$ cat config.mk
export PLATFORM = sky130hd
export DESIGN_NAME = imu_frame_decoder_crc16_top
export DESIGN_NICKNAME = d
export VERILOG_FILES = /design/src/rtl/imufd_pkg.sv /design/src/rtl/imufd_parser.sv /design/src/rtl/imufd_out_reg.sv /design/src/rtl/imu_frame_decoder_crc16_top.sv
export SDC_FILE = /design/constraint.sdc
export NUM_CORES = 1
export LEC_CHECK = 0
export ABC_AREA = 1
export BUFFER_PORTS_ARGS = -buffer_cell sky130_fd_sc_hd__buf_4
export CORE_ASPECT_RATIO = 0.8
export CORE_MARGIN = 4
export CORE_UTILIZATION = 65
export CTS_BUF_LIST = sky130_fd_sc_hd__clkbuf_8
export CTS_CLUSTER_SIZE = 8
export DETAILED_ROUTE_END_ITERATION = 12
export PLACE_DENSITY = 0.85
export SLEW_MARGIN = 10
export SYNTH_ARGS = -nofsm -noshare
export SYNTH_HDL_FRONTEND = slang
export SYNTH_SLANG_ARGS = --single-unit
$ cat constraint.sdc
create_clock -name i_clk -period 10.2 [get_ports i_clk]
set_clock_uncertainty 0.15 [all_clocks]
set_input_delay 0.51 -clock i_clk [delete_from_list [all_inputs] [get_ports i_clk]]
set_output_delay 0.51 -clock i_clk [all_outputs]
set_load 0.1 [all_outputs]
$ cat src/rtl/imufd_pkg.sv
// imufd_pkg: shared types, constants and the crc step for the imu frame decoder
// no dependencies; imported by every module of the decoder
`timescale 1ns / 1ps
`default_nettype none

package imufd_pkg;

    // frame layout constants
    localparam logic [7:0]  HDR0            = 8'h5A;
    localparam logic [7:0]  HDR1            = 8'hA5;
    localparam logic [7:0]  TAG_RATE        = 8'hB0;
    localparam logic [7:0]  TAG_ANGLE       = 8'hD0;
    localparam logic [15:0] CRC_POLY        = 16'h1021;
    localparam logic [5:0]  FRAME_LEN_RESET = 6'd20;
    localparam int          WIN_HIST        = 6;
    localparam int          TAG_FIRST_POS   = 12;
    localparam int          PAYLOAD_START   = 6;

    // status codes
    localparam logic [1:0] ST_OK      = 2'd0;
    localparam logic [1:0] ST_BAD_HDR = 2'd1;
    localparam logic [1:0] ST_BAD_CRC = 2'd2;

    // input word
    typedef struct packed {
        logic [7:0] rx_byte;
        logic       end_of_frame;
    } t_in_word;

    // result word
    typedef struct packed {
        logic [1:0]         status;
        logic signed [15:0] angle_x;
        logic signed [15:0] angle_y;
        logic signed [15:0] angle_z;
        logic signed [15:0] rate_x;
        logic signed [15:0] rate_y;
        logic signed [15:0] rate_z;
        logic [15:0]        good_frames;
        logic [15:0]        bad_frames;
    } t_out_word;

    // one byte of crc-16/xmodem, msb first
    function automatic logic [15:0] crc_byte(input logic [15:0] crc, input logic [7:0] b);
        logic [15:0] c;
        c = crc ^ {b, 8'h00};
        for (int k = 0; k < 8; k++) begin
            c = c[15] ? ({c[14:0], 1'b0} ^ CRC_POLY) : {c[14:0], 1'b0};
        end
        return c;
    endfunction

endpackage

`default_nettype wire

$ cat src/rtl/imufd_parser.sv
// imufd_parser: per-burst state, header/length/crc capture, tag window and held values
// depends on imufd_pkg
`timescale 1ns / 1ps
`default_nettype none

module imufd_parser #(
    parameter int BUFFER_BYTES = 64
) (
    input  wire logic                 i_clk,
    input  wire logic                 i_rst_n,
    input  wire logic                 i_adv,
    input  wire imufd_pkg::t_in_word  i_word,
    input  wire logic [5:0]           i_frame_length,
    output logic                      o_has_result,
    output imufd_pkg::t_out_word      o_result
);
    import imufd_pkg::*;

    localparam int IW = $clog2(BUFFER_BYTES);
    localparam int CW = IW + 1;
    localparam int MW = (CW > 6) ? CW : 6;

    // burst state
    logic [IW-1:0] r_idx,      n_idx;
    logic [7:0]    r_win [0:WIN_HIST-1];
    logic [7:0]    n_win [0:WIN_HIST-1];
    logic [15:0]   r_crc,      n_crc;
    logic [15:0]   r_len,      n_len;
    logic [15:0]   r_rcrc,     n_rcrc;
    logic          r_hdr_bad,  n_hdr_bad;
    logic [15:0]   r_pang [0:2];
    logic [15:0]   n_pang [0:2];
    logic [15:0]   r_prate [0:2];
    logic [15:0]   n_prate [0:2];
    logic [1:0]    r_seen,     n_seen;
    // held state
    logic [15:0]   r_hang [0:2];
    logic [15:0]   n_hang [0:2];
    logic [15:0]   r_hrate [0:2];
    logic [15:0]   n_hrate [0:2];
    logic [15:0]   r_good,     n_good;
    logic [15:0]   r_bad,      n_bad;

    logic [7:0]    w_b;
    logic [CW-1:0] w_count;
    logic          w_full;
    logic          w_clear;
    logic          w_crc_en;
    logic [1:0]    w_status;
    logic [7:0]    w_cur [0:WIN_HIST];

    always_comb begin
        w_b     = i_word.rx_byte;
        w_count = {1'b0, r_idx} + CW'(1);
        w_full  = (w_count >= CW'(BUFFER_BYTES));

        // shifted window, index 0 is the newest byte
        w_cur[0] = w_b;
        for (int k = 1; k <= WIN_HIST; k++) begin
            w_cur[k] = r_win[k-1];
        end
        for (int k = 0; k < WIN_HIST; k++) begin
            n_win[k] = w_cur[k];
        end

        // header, length and stored crc capture
        n_hdr_bad = r_hdr_bad
                  | ((r_idx == IW'(0)) && (w_b != HDR0))
                  | ((r_idx == IW'(1)) && (w_b != HDR1));
        n_len  = r_len;
        n_rcrc = r_rcrc;
        if (r_idx == IW'(2)) n_len[7:0]   = w_b;
        if (r_idx == IW'(3)) n_len[15:8]  = w_b;
        if (r_idx == IW'(4)) n_rcrc[7:0]  = w_b;
        if (r_idx == IW'(5)) n_rcrc[15:8] = w_b;

        // crc over the sync bytes, the length header and the declared payload
        w_crc_en = (r_idx < IW'(4))
                 || ((r_idx >= IW'(PAYLOAD_START))
                     && (17'(r_idx) < (17'(n_len) + 17'(PAYLOAD_START))));
        n_crc = w_crc_en ? crc_byte(r_crc, w_b) : r_crc;

        // tag scan, rate tag wins over angle tag at one position
        n_pang  = r_pang;
        n_prate = r_prate;
        n_seen  = r_seen;
        if (r_idx >= IW'(TAG_FIRST_POS)) begin
            if (w_cur[6] == TAG_RATE) begin
                n_prate[0] = {w_cur[4], w_cur[5]};
                n_prate[1] = {w_cur[2], w_cur[3]};
                n_prate[2] = {w_cur[0], w_cur[1]};
                n_seen[0]  = 1'b1;
            end else if (w_cur[6] == TAG_ANGLE) begin
                n_pang[0]  = {w_cur[4], w_cur[5]};
                n_pang[1]  = {w_cur[2], w_cur[3]};
                n_pang[2]  = {w_cur[0], w_cur[1]};
                n_seen[1]  = 1'b1;
            end
        end

        // frame verdict
        if ((w_count < CW'(2)) || n_hdr_bad) begin
            w_status = ST_BAD_HDR;
        end else if (((17'(n_len) + 17'(PAYLOAD_START)) > 17'(w_count))
                     || (n_crc != n_rcrc)) begin
            w_status = ST_BAD_CRC;
        end else begin
            w_status = ST_OK;
        end

        o_has_result = !w_full && i_word.end_of_frame
                     && (MW'(w_count) == MW'(i_frame_length));

        // held values and counters
        n_hang  = r_hang;
        n_hrate = r_hrate;
        n_good  = r_good;
        n_bad   = r_bad;
        if (o_has_result) begin
            if (w_status == ST_OK) begin
                if (n_seen[0]) n_hrate = n_prate;
                if (n_seen[1]) n_hang  = n_pang;
                n_good = r_good + 16'd1;
            end else begin
                n_bad = r_bad + 16'd1;
            end
        end

        // burst ends on buffer full or on the end mark
        w_clear = w_full || i_word.end_of_frame;
        n_idx   = w_count[IW-1:0];
        if (w_clear) begin
            n_idx     = '0;
            n_crc     = '0;
            n_len     = '0;
            n_rcrc    = '0;
            n_hdr_bad = 1'b0;
            n_seen    = '0;
            for (int k = 0; k < WIN_HIST; k++) n_win[k] = '0;
            for (int k = 0; k < 3; k++) begin
                n_pang[k]  = '0;
                n_prate[k] = '0;
            end
        end

        // result word carries the values after the update
        o_result.status      = w_status;
        o_result.angle_x     = n_hang[0];
        o_result.angle_y     = n_hang[1];
        o_result.angle_z     = n_hang[2];
        o_result.rate_x      = n_hrate[0];
        o_result.rate_y      = n_hrate[1];
        o_result.rate_z      = n_hrate[2];
        o_result.good_frames = n_good;
        o_result.bad_frames  = n_bad;
    end

    // state registers
    always_ff @(posedge i_clk) begin
        if (!i_rst_n) begin
            r_idx     <= '0;
            r_crc     <= '0;
            r_len     <= '0;
            r_rcrc    <= '0;
            r_hdr_bad <= 1'b0;
            r_seen    <= '0;
            r_good    <= '0;
            r_bad     <= '0;
            for (int k = 0; k < WIN_HIST; k++) r_win[k] <= '0;
            for (int k = 0; k < 3; k++) begin
                r_pang[k]  <= '0;
                r_prate[k] <= '0;
                r_hang[k]  <= '0;
                r_hrate[k] <= '0;
            end
        end else if (i_adv) begin
            r_idx     <= n_idx;
            r_crc     <= n_crc;
            r_len     <= n_len;
            r_rcrc    <= n_rcrc;
            r_hdr_bad <= n_hdr_bad;
            r_seen    <= n_seen;
            r_good    <= n_good;
            r_bad     <= n_bad;
            r_win     <= n_win;
            r_pang    <= n_pang;
            r_prate   <= n_prate;
            r_hang    <= n_hang;
            r_hrate   <= n_hrate;
        end
    end

endmodule

`default_nettype wire

$ cat src/rtl/imufd_out_reg.sv
// imufd_out_reg: result register with valid/ready toward the consumer
// depends on imufd_pkg
`timescale 1ns / 1ps
`default_nettype none

module imufd_out_reg (
    input  wire logic                 i_clk,
    input  wire logic                 i_rst_n,
    input  wire logic                 i_load,
    input  wire imufd_pkg::t_out_word i_word,
    output logic                      o_free,
    output logic                      o_valid,
    input  wire logic                 i_ready,
    output imufd_pkg::t_out_word      o_word
);
    import imufd_pkg::*;

    logic      r_valid, n_valid;
    t_out_word r_word;

    // slot is free when empty or being drained this cycle
    always_comb begin
        o_free  = !r_valid || i_ready;
        n_valid = i_load ? 1'b1 : (i_ready ? 1'b0 : r_valid);
    end

    always_ff @(posedge i_clk) begin
        if (!i_rst_n) begin
            r_valid <= 1'b0;
        end else begin
            r_valid <= n_valid;
        end
    end

    // payload loads only into a free slot
    always_ff @(posedge i_clk) begin
        if (i_load) begin
            r_word <= i_word;
        end
    end

    assign o_valid = r_valid;
    assign o_word  = r_word;

endmodule

`default_nettype wire

$ cat src/rtl/imu_frame_decoder_crc16_top.sv
// path: an accepted word passes the input register and the parser; its result word is registered in the result register
// throughput: one byte word per cycle; the input register stalls only when a
//   frame result meets a full, unread result register
// reset (synchronous, active low) clears all burst state, held values, counters
//   and the frame length register (back to 20); no clearing pass
// imu_frame_decoder_crc16_top: input register, frame length register, parser, result register
// depends on imufd_pkg, imufd_parser, imufd_out_reg
`timescale 1ns / 1ps
`default_nettype none

module imu_frame_decoder_crc16_top #(
    parameter int BUFFER_BYTES = 64
) (
    input  wire logic                 i_clk,
    input  wire logic                 i_rst_n,
    input  wire logic                 i_in_valid,
    output logic                      o_in_ready,
    input  wire imufd_pkg::t_in_word  i_in_word,
    output logic                      o_out_valid,
    input  wire logic                 i_out_ready,
    output imufd_pkg::t_out_word      o_out_word,
    input  wire logic                 i_cfg_we,
    input  wire logic [5:0]           i_cfg_data
);
    import imufd_pkg::*;

    logic      r_s1_valid;
    t_in_word  r_s1_word;
    logic [5:0] r_frame_length;
    logic      w_has_result;
    t_out_word w_result;
    logic      w_out_free;
    logic      w_s1_adv;

    // stage advances unless its result would hit a full result register
    assign w_s1_adv   = r_s1_valid && (!w_has_result || w_out_free);
    assign o_in_ready = !r_s1_valid || w_s1_adv;

    // input register
    always_ff @(posedge i_clk) begin
        if (!i_rst_n) begin
            r_s1_valid <= 1'b0;
        end else if (o_in_ready) begin
            r_s1_valid <= i_in_valid;
        end
    end

    always_ff @(posedge i_clk) begin
        if (o_in_ready && i_in_valid) begin
            r_s1_word <= i_in_word;
        end
    end

    // frame length register
    always_ff @(posedge i_clk) begin
        if (!i_rst_n) begin
            r_frame_length <= FRAME_LEN_RESET;
        end else if (i_cfg_we) begin
            r_frame_length <= i_cfg_data;
        end
    end

    imufd_parser #(
        .BUFFER_BYTES(BUFFER_BYTES)
    ) u_parser (
        .i_clk          (i_clk),
        .i_rst_n        (i_rst_n),
        .i_adv          (w_s1_adv),
        .i_word         (r_s1_word),
        .i_frame_length (r_frame_length),
        .o_has_result   (w_has_result),
        .o_result       (w_result)
    );

    imufd_out_reg u_out_reg (
        .i_clk   (i_clk),
        .i_rst_n (i_rst_n),
        .i_load  (w_s1_adv && w_has_result),
        .i_word  (w_result),
        .o_free  (w_out_free),
        .o_valid (o_out_valid),
        .i_ready (i_out_ready),
        .o_word  (o_out_word)
    );

endmodule

`default_nettype wire

==> results of run 1 <==
[final cells by class]
type                            count  area share, %
Clock inverter                     47          0.964
Multi-Input combinational cell   2071           38.4
Timing Repair Buffer              183           5.49
Sequential cell                   476           42.3
Inverter                          383           5.63
Tap cell                          472           2.29
Clock buffer                       93           4.95
[per-stage QoR]
stage               total power (µW)  cell area [µm²]
floorplan                       2300            23100
global placement                2360            24100
detailed placement              2370            24100
CTS                             3990            25800
global route                    4130            25800
finish                          3980            25800
[state kept, by name (all words and copies together) (netlist names)]
| signal | count |
|---|---|
| u_parser.r_prate | 48 |
| r_s1_valid | 1 |
| u_parser.r_hdr_bad | 1 |
| u_parser.r_crc | 16 |
| u_parser.r_rcrc | 16 |
| u_parser.r_len | 16 |
| u_out_reg.o_valid | 1 |
| r_s1_word | 9 |
| u_parser.r_win | 48 |
| u_parser.r_hrate | 48 |
| u_parser.r_idx | 6 |
| u_parser.r_bad | 16 |
| u_parser.r_seen | 2 |
| r_frame_length | 6 |
| u_parser.r_hang | 48 |
| u_out_reg.o_word | 130 |
| u_parser.r_pang | 48 |
| u_parser.r_good | 16 |
[cells in the final DEF (no fill, tap or decap), types with 80 or more instances in the layout]
cell type and instances:
nand2_1 946, nor2_1 258, a21oi_1 250, nand3_1 216, clkbuf_8 93, dfxtp_1 337
edfxtp_1 139, buf_4 165, nand4_1 147, mux2i_1 80, inv_1 415
[synth_stat cells (2+ instances only)]
library cell,number
a21o_1,2
a21oi_1,250
buf_1,14
buf_2,4
buf_4,10
buf_6,18
clkbuf_1,144
dfxtp_1,337
edfxtp_1,139
ha_1,20
inv_1,380
inv_2,2
mux2i_1,80
nand2_1,948
nand2_2,6
nand3_1,218
nand3_2,5
nand3b_1,3
nand4_1,147
nor2_1,259
nor2_2,3
nor2_4,5
nor3_1,17
nor4_1,9
o21a_1,4
o21ai_0,39
o21ai_1,6
o21ai_2,2
o21bai_1,2
o22ai_1,2
or2_2,5
xnor2_1,10
xor2_1,18
[power by group]
group | leakage [µW] | total, µW | internal, µW | switching, µW
Sequential | 0.00396 | 2030 | 1990 | 37.6
Clock | 0.000920 | 1640 | 876 | 762
Combinational | 0.00780 | 319 | 100 | 219
Total | 0.0127 | 3980 | 2970 | 1020
[how the worst max path moves through the flow]
stage	startpoint	end	slack, ns	depth (start not counted)
global placement	u_parser.r_idx[0]	u_out_reg.o_word[108]	3.28	29
detailed placement	u_parser.r_idx[0]	u_parser.r_hang[17]	3.07	31
global route	u_parser.r_idx[0]	u_parser.r_hang[15]	2.27	31
floorplan	u_parser.r_idx[0]	u_out_reg.o_word[0]	4.47	12
CTS	u_parser.r_idx[0]	u_parser.r_hang[15]	2.99	31
finish	u_parser.r_idx[0]	u_out_reg.o_word[89]	2.90	29
[per-layer routing]
| metal | track usage, % | routed length, µm |
|---|---|---|
| met5 | 0 | 0 |
| met4 | 10.0 | 1470 |
| met3 | 6.09 | 6390 |
| met2 | 47.7 | 28200 |
| met1 | 44.7 | 26600 |
[logic make-up (layout without fill, tap and decap cells)]
kind of cell               Yosys count  count (layout)  share of synthesized area, %
AOI/OAI and AO/OA                  314             314                          7.03
and+or+nand+nor                   1629            1629                          30.1
buffers and inverters              573             706                          10.1
muxes                               80              80                          3.46
xor gates and xnor gates            28              28                          1.06
DFF                                476             476                          47.2
adders and majority gates           20              20                          1.08
[worst min-delay path: stages]
cell and delay (ns):
buf_4 0.08, nor2_1 0.05, nor2_1 0.11, nor2_1 0.04
==> flow_summary.ini, run 1 <==
[synth]
syn_inst = 3120
yosysTopAreaCell = dfxtp_1
synth_seq_cells = 476
ys_seq_area_share_pct = 47.2
synthArstFlopShare_pct = 0
netlist_area_um2 = 23100
avgSynthCellArea_um2 = 7.41
ys_warn_count = 0
ys_top_cells_by_area = dfxtp_1 (29%), edfxtp_1 (18%), nand2_1 (15%)
synth.top_cell.area_share_pct = 29.2
syn_nets = 3160
synth_edf_count = 139
synth_ff_type = dfxtp_1
synth_cell_type_count = 45

[floorplanning]
pin_count = 152
die_area_um2 = 38700
core_um2 = 35000
rows = 61
die_y_um = 177
start_util_pct = 66.2
fp.dieW_um = 219

[timing]
slew-limit-headroom_pct = 19.6
period_share_pct = 71.5
period_minus_slack_ns = 7.30
finalHoldViolations = 0
setup_slack_ns = 2.90
rsz0062_at_grt = false
hold_ws_ns = 0.0633
setup_viol = 0
slew_violations = 0
clock.fmax_mhz = 137
worst_pin_slew_ns = 1.21
tns_ns = 0

[final_layout]
area_growth_pct = 11.7
instances_no_fill = 3725
utilization_pct = 73.9
final-seq-area_um2 = 10900
multi_input_area_um2 = 9920
insertedDiodeCount = 0
layout.nets = 3232
layout-drive-gt1-share_pct = 9.41
fill_cells = 2614

[critical_path]
crit_type = reg -> reg
r2r_setup_slack_ns = 2.90
cp-end-kind = flip-flop
worst-path-max-fanout = 48
cp_top_family = simple AND/OR/NAND/NOR gates
path_common_cell = nand2_1
r2r-end = u_out_reg.o_word[89]
cp-start-kind = flip-flop
required_ns = 10.42
cp_slowest_cell = nand3_2
cpPeakStageDelay_ns = 1.06
r2r_start = u_parser.r_idx[0]
r2r_cells = 29
crit_buf_inv = 3
crit_arrival_ns = 7.51

[min_path]
whs_endpoint = u_out_reg.o_valid
hold_start = i_out_ready
worstHoldPathType = in -> reg
hold-path-cell-count = 4

[cts]
clk_latency_ns = 0.63
h-tree-depth = 3
cts_buffers = 77
cts.hold.buffers_added = 18
tritoncts = yes
cts_resized = 0
root_buffer = clkbuf_8
cts_setup_buffers = 0
cts.sinks = 476
clk_pin_slew_worst_paths_ns = 0.06
cts.path.max_buffers = 3

[place]
place_congestion = 0.926
port_buffers = 151
dp.cells = 3567
dpl_worst_slack_ns = 3.07
dpl.hpwl_um = 39800

[run]
maxCapViolCount = 0

[route]
num_vias = 21500
firstDrtPassIters = 7
drt_iter0_markers = 2624
drt-total-wl_um = 62700
drc = 0
via_per_inst = 5.77
routedWlPerCell_um = 16.8
drtAntennaViolNets = 0

[global_routing]
grt_max_degree = 121
grt_pass1_wl_um = 98600
grt_remaining_overflow = 0
antenna_found_initial = 2
grtUsageTotal_pct = 31.1
grt_pass1_vias = 19800

[pwr]
p_leak_uw = 0.0127
ir_drop_mv = 0.100
power.density_nw_per_um2 = 154

[run_status]
status = completed
Note: power is estimated with default switching activity, not from simulation.
==> run 2: changes to the inputs <==
--- a/config.mk
+++ b/config.mk
@@ -9,11 +9,11 @@
 export BUFFER_PORTS_ARGS = -buffer_cell sky130_fd_sc_hd__buf_4
 export CORE_ASPECT_RATIO = 0.8
 export CORE_MARGIN = 4
-export CORE_UTILIZATION = 65
+export CORE_UTILIZATION = 57
 export CTS_BUF_LIST = sky130_fd_sc_hd__clkbuf_8
 export CTS_CLUSTER_SIZE = 8
 export DETAILED_ROUTE_END_ITERATION = 12
-export PLACE_DENSITY = 0.85
+export PLACE_DENSITY = 0.79
 export SLEW_MARGIN = 10
 export SYNTH_ARGS = -nofsm -noshare
 export SYNTH_HDL_FRONTEND = slang
==> constraint.sdc (replaced) <==
create_clock -name i_clk -period 6 [get_ports i_clk]
set_clock_uncertainty 0.15 [all_clocks]
set_input_delay 0.3 -clock i_clk [delete_from_list [all_inputs] [get_ports i_clk]]
set_output_delay 0.3 -clock i_clk [all_outputs]
set_load 0.1 [all_outputs]
==> run 2 against run 1 <==
Against the previous run: cell count grew 2.5%; worst hold slack gained 0.16 ns; sequential cell count is the same; total power grew 65%; register-to-register slack lost 2.4 ns; sequential power grew 69%; global-route usage shrank 3.3 points; sequential share of layout area shrank 0.56 points; maximum frequency grew 33%; count of clock-buffer cells in the layout shrank 9; clock power grew 56%; wire length grew 0.49%; critical path type unchanged.
==> flow_summary.ini, run 2 (synthesis results as in run 1) <==
[critical_path]
cp_top_family = simple AND/OR/NAND/NOR gates
endpoint = u_parser.r_hrate[29]
r2r_cells = 31
path_depth = 31
cp_slowest_cell = dfxtp_1
crit_arrival_ns = 5.90
cp-end-kind = flip-flop
r2r_setup_slack_ns = 0.52
path_common_cell = nand3_1
crit_type = reg -> reg
crit_buf_inv = 6
worst-path-max-fanout = 29
cp-start-kind = flip-flop
r2r_start = u_parser.r_idx[0]
startpoint = u_parser.r_idx[0]
cpPeakStageDelay_ns = 0.36
r2r-end = u_parser.r_hrate[29]
required_ns = 6.42

[floorplanning]
fp.dieW_um = 233
core_um2 = 39800
rows = 65
die_area_um2 = 43900
die_y_um = 188
pin_count = 152
start_util_pct = 58.1

[pwr]
power.density_nw_per_um2 = 251
ir_drop_mv = 0.146
p_leak_uw = 0.0128
p_total_uw = 6570

[route]
drt_iter0_markers = 2621
drc = 0
via_per_inst = 5.60
firstDrtPassIters = 6
num_vias = 21400
drt-total-wl_um = 63000
routedWlPerCell_um = 16.5
drtAntennaViolNets = 0

[place]
port_buffers = 151
place_congestion = 0.870
dpl.hpwl_um = 39400

[final_layout]
insertedDiodeCount = 0
layout.nets = 3265
most-common-layout-cells = nand2_1 (946), inv_1 (419), dfxtp_1 (337), nor2_1 (258), a21oi_1 (250)
area_growth_pct = 13.2
fill_cells = 3225
final-seq-area_um2 = 10900
layout-drive-gt1-share_pct = 9.75
largest_reg_flops = 130
multi_input_area_um2 = 9940
mostFrequentLayoutCell = nand2_1

[cts]
root_buffer = clkbuf_8
h-tree-depth = 3
cts.sinks = 476
tritoncts = yes
clk_pin_slew_worst_paths_ns = 0.07
cts.path.max_buffers = 3
clk_latency_ns = 0.65
cts_buffers = 74

[timing]
finalHoldViolations = 0
worst_pin_slew_ns = 1.11
period_share_pct = 91.3
slew-limit-headroom_pct = 26.3
setup_viol = 0
rsz0062_at_grt = false
tns_ns = 0
period_minus_slack_ns = 5.48
slew_violations = 0
clock.fmax_mhz = 183

[global_routing]
grtUsageTotal_pct = 27.9
grt_pass1_vias = 19700
grt_remaining_overflow = 0
antenna_found_initial = 0
grt_max_degree = 233
grt_pass1_wl_um = 101000

[run_status]
status = completed

[min_path]
worstHoldPathType = in -> reg

[run]
maxCapViolCount = 0
## run 2: cell types whose count changed in the layout (fill, tap and decap cells not counted), moves of 4 or more
cell | before | now
dlygate4sd3_1 | 18 | 32
buf_4 | 165 | 178
clkbuf_8 | 93 | 84
buf_12 | 0 | 6
inv_1 | 415 | 419
## run 2: timing repair
action,in CTS,in global routing
buffers inserted,0,3
hold endpoints to repair,28,0
endpoints found under the setup margin,0,232
hold buffers,32,0
gates resized for setup,0,6
## run 2: stage by stage
stage / instance area [µm²] / instances / utilization [%] / hold WS [ns] / worst slack [ns]
floorplan: 23100 / 3120 / - / 0.249 / 0.268
global placement: 24400 / 3649 / 61.4 / 0.301 / 0.510
detailed placement: 24400 / 3649 / 61.4 / 0.305 / 0.279
CTS: 26100 / 3815 / 65.6 / 0.182 / 0.236
global route: 26200 / 3819 / 65.8 / 0.209 / 0.0645
finish: 26200 / 3819 / 65.8 / 0.220 / 0.524
## run 2: how the worst min path moves through the flow
stage / from / endpoint / slack, ns / depth (start not counted)
2_1_floorplan: i_in_word[0] / r_s1_word[0] / 0.25 / 0
3_3_place_gp: u_parser.r_pang[37] / u_parser.r_pang[37] / 0.30 / 2
3_5_place_dp: u_parser.r_rcrc[14] / u_parser.r_rcrc[14] / 0.31 / 2
4_1_cts: i_in_word[0] / r_s1_word[0] / 0.18 / 2
5_1_grt: i_in_word[5] / r_s1_word[5] / 0.21 / 2
6_report: i_in_word[0] / r_s1_word[0] / 0.22 / 2
## run 2: power breakdown
part           internal, µW  switching, µW
Clock                  1280           1280
Sequential             3380           54.5
Combinational           186            385
Total                  4850           1720
## run 2: final cells by class
type | count | area share [%]
repair buffers | 219 | 6.97
inverters | 383 | 5.57
well taps | 536 | 2.56
flip-flops and latches | 476 | 41.7
clock inverters | 50 | 0.813
clock buffers | 84 | 4.42
multi-input cells | 2071 | 38.0
## run 2: metal layers
layer / track usage, % / vias up / routed length, µm
met4: 8.55 / 0 / 1640
li1: - / 10200 / -
met3: 5.22 / 148 / 6130
met1: 41.0 / 9941 / 28000
met5: 0 / - / 0
met2: 41.7 / 1038 / 27300
## run 2: worst reg2reg max path, delay by kind of cell, from the launching register on
family,cells,cell delay (ns)
AOI/OAI and AO/OA,3,0.74
xor gates and xnor gates,1,0.21
DFF,1,0.36
and+or+nand+nor,19,2.42
buffers and inverters,6,0.98
adders and majority gates,2,0.54
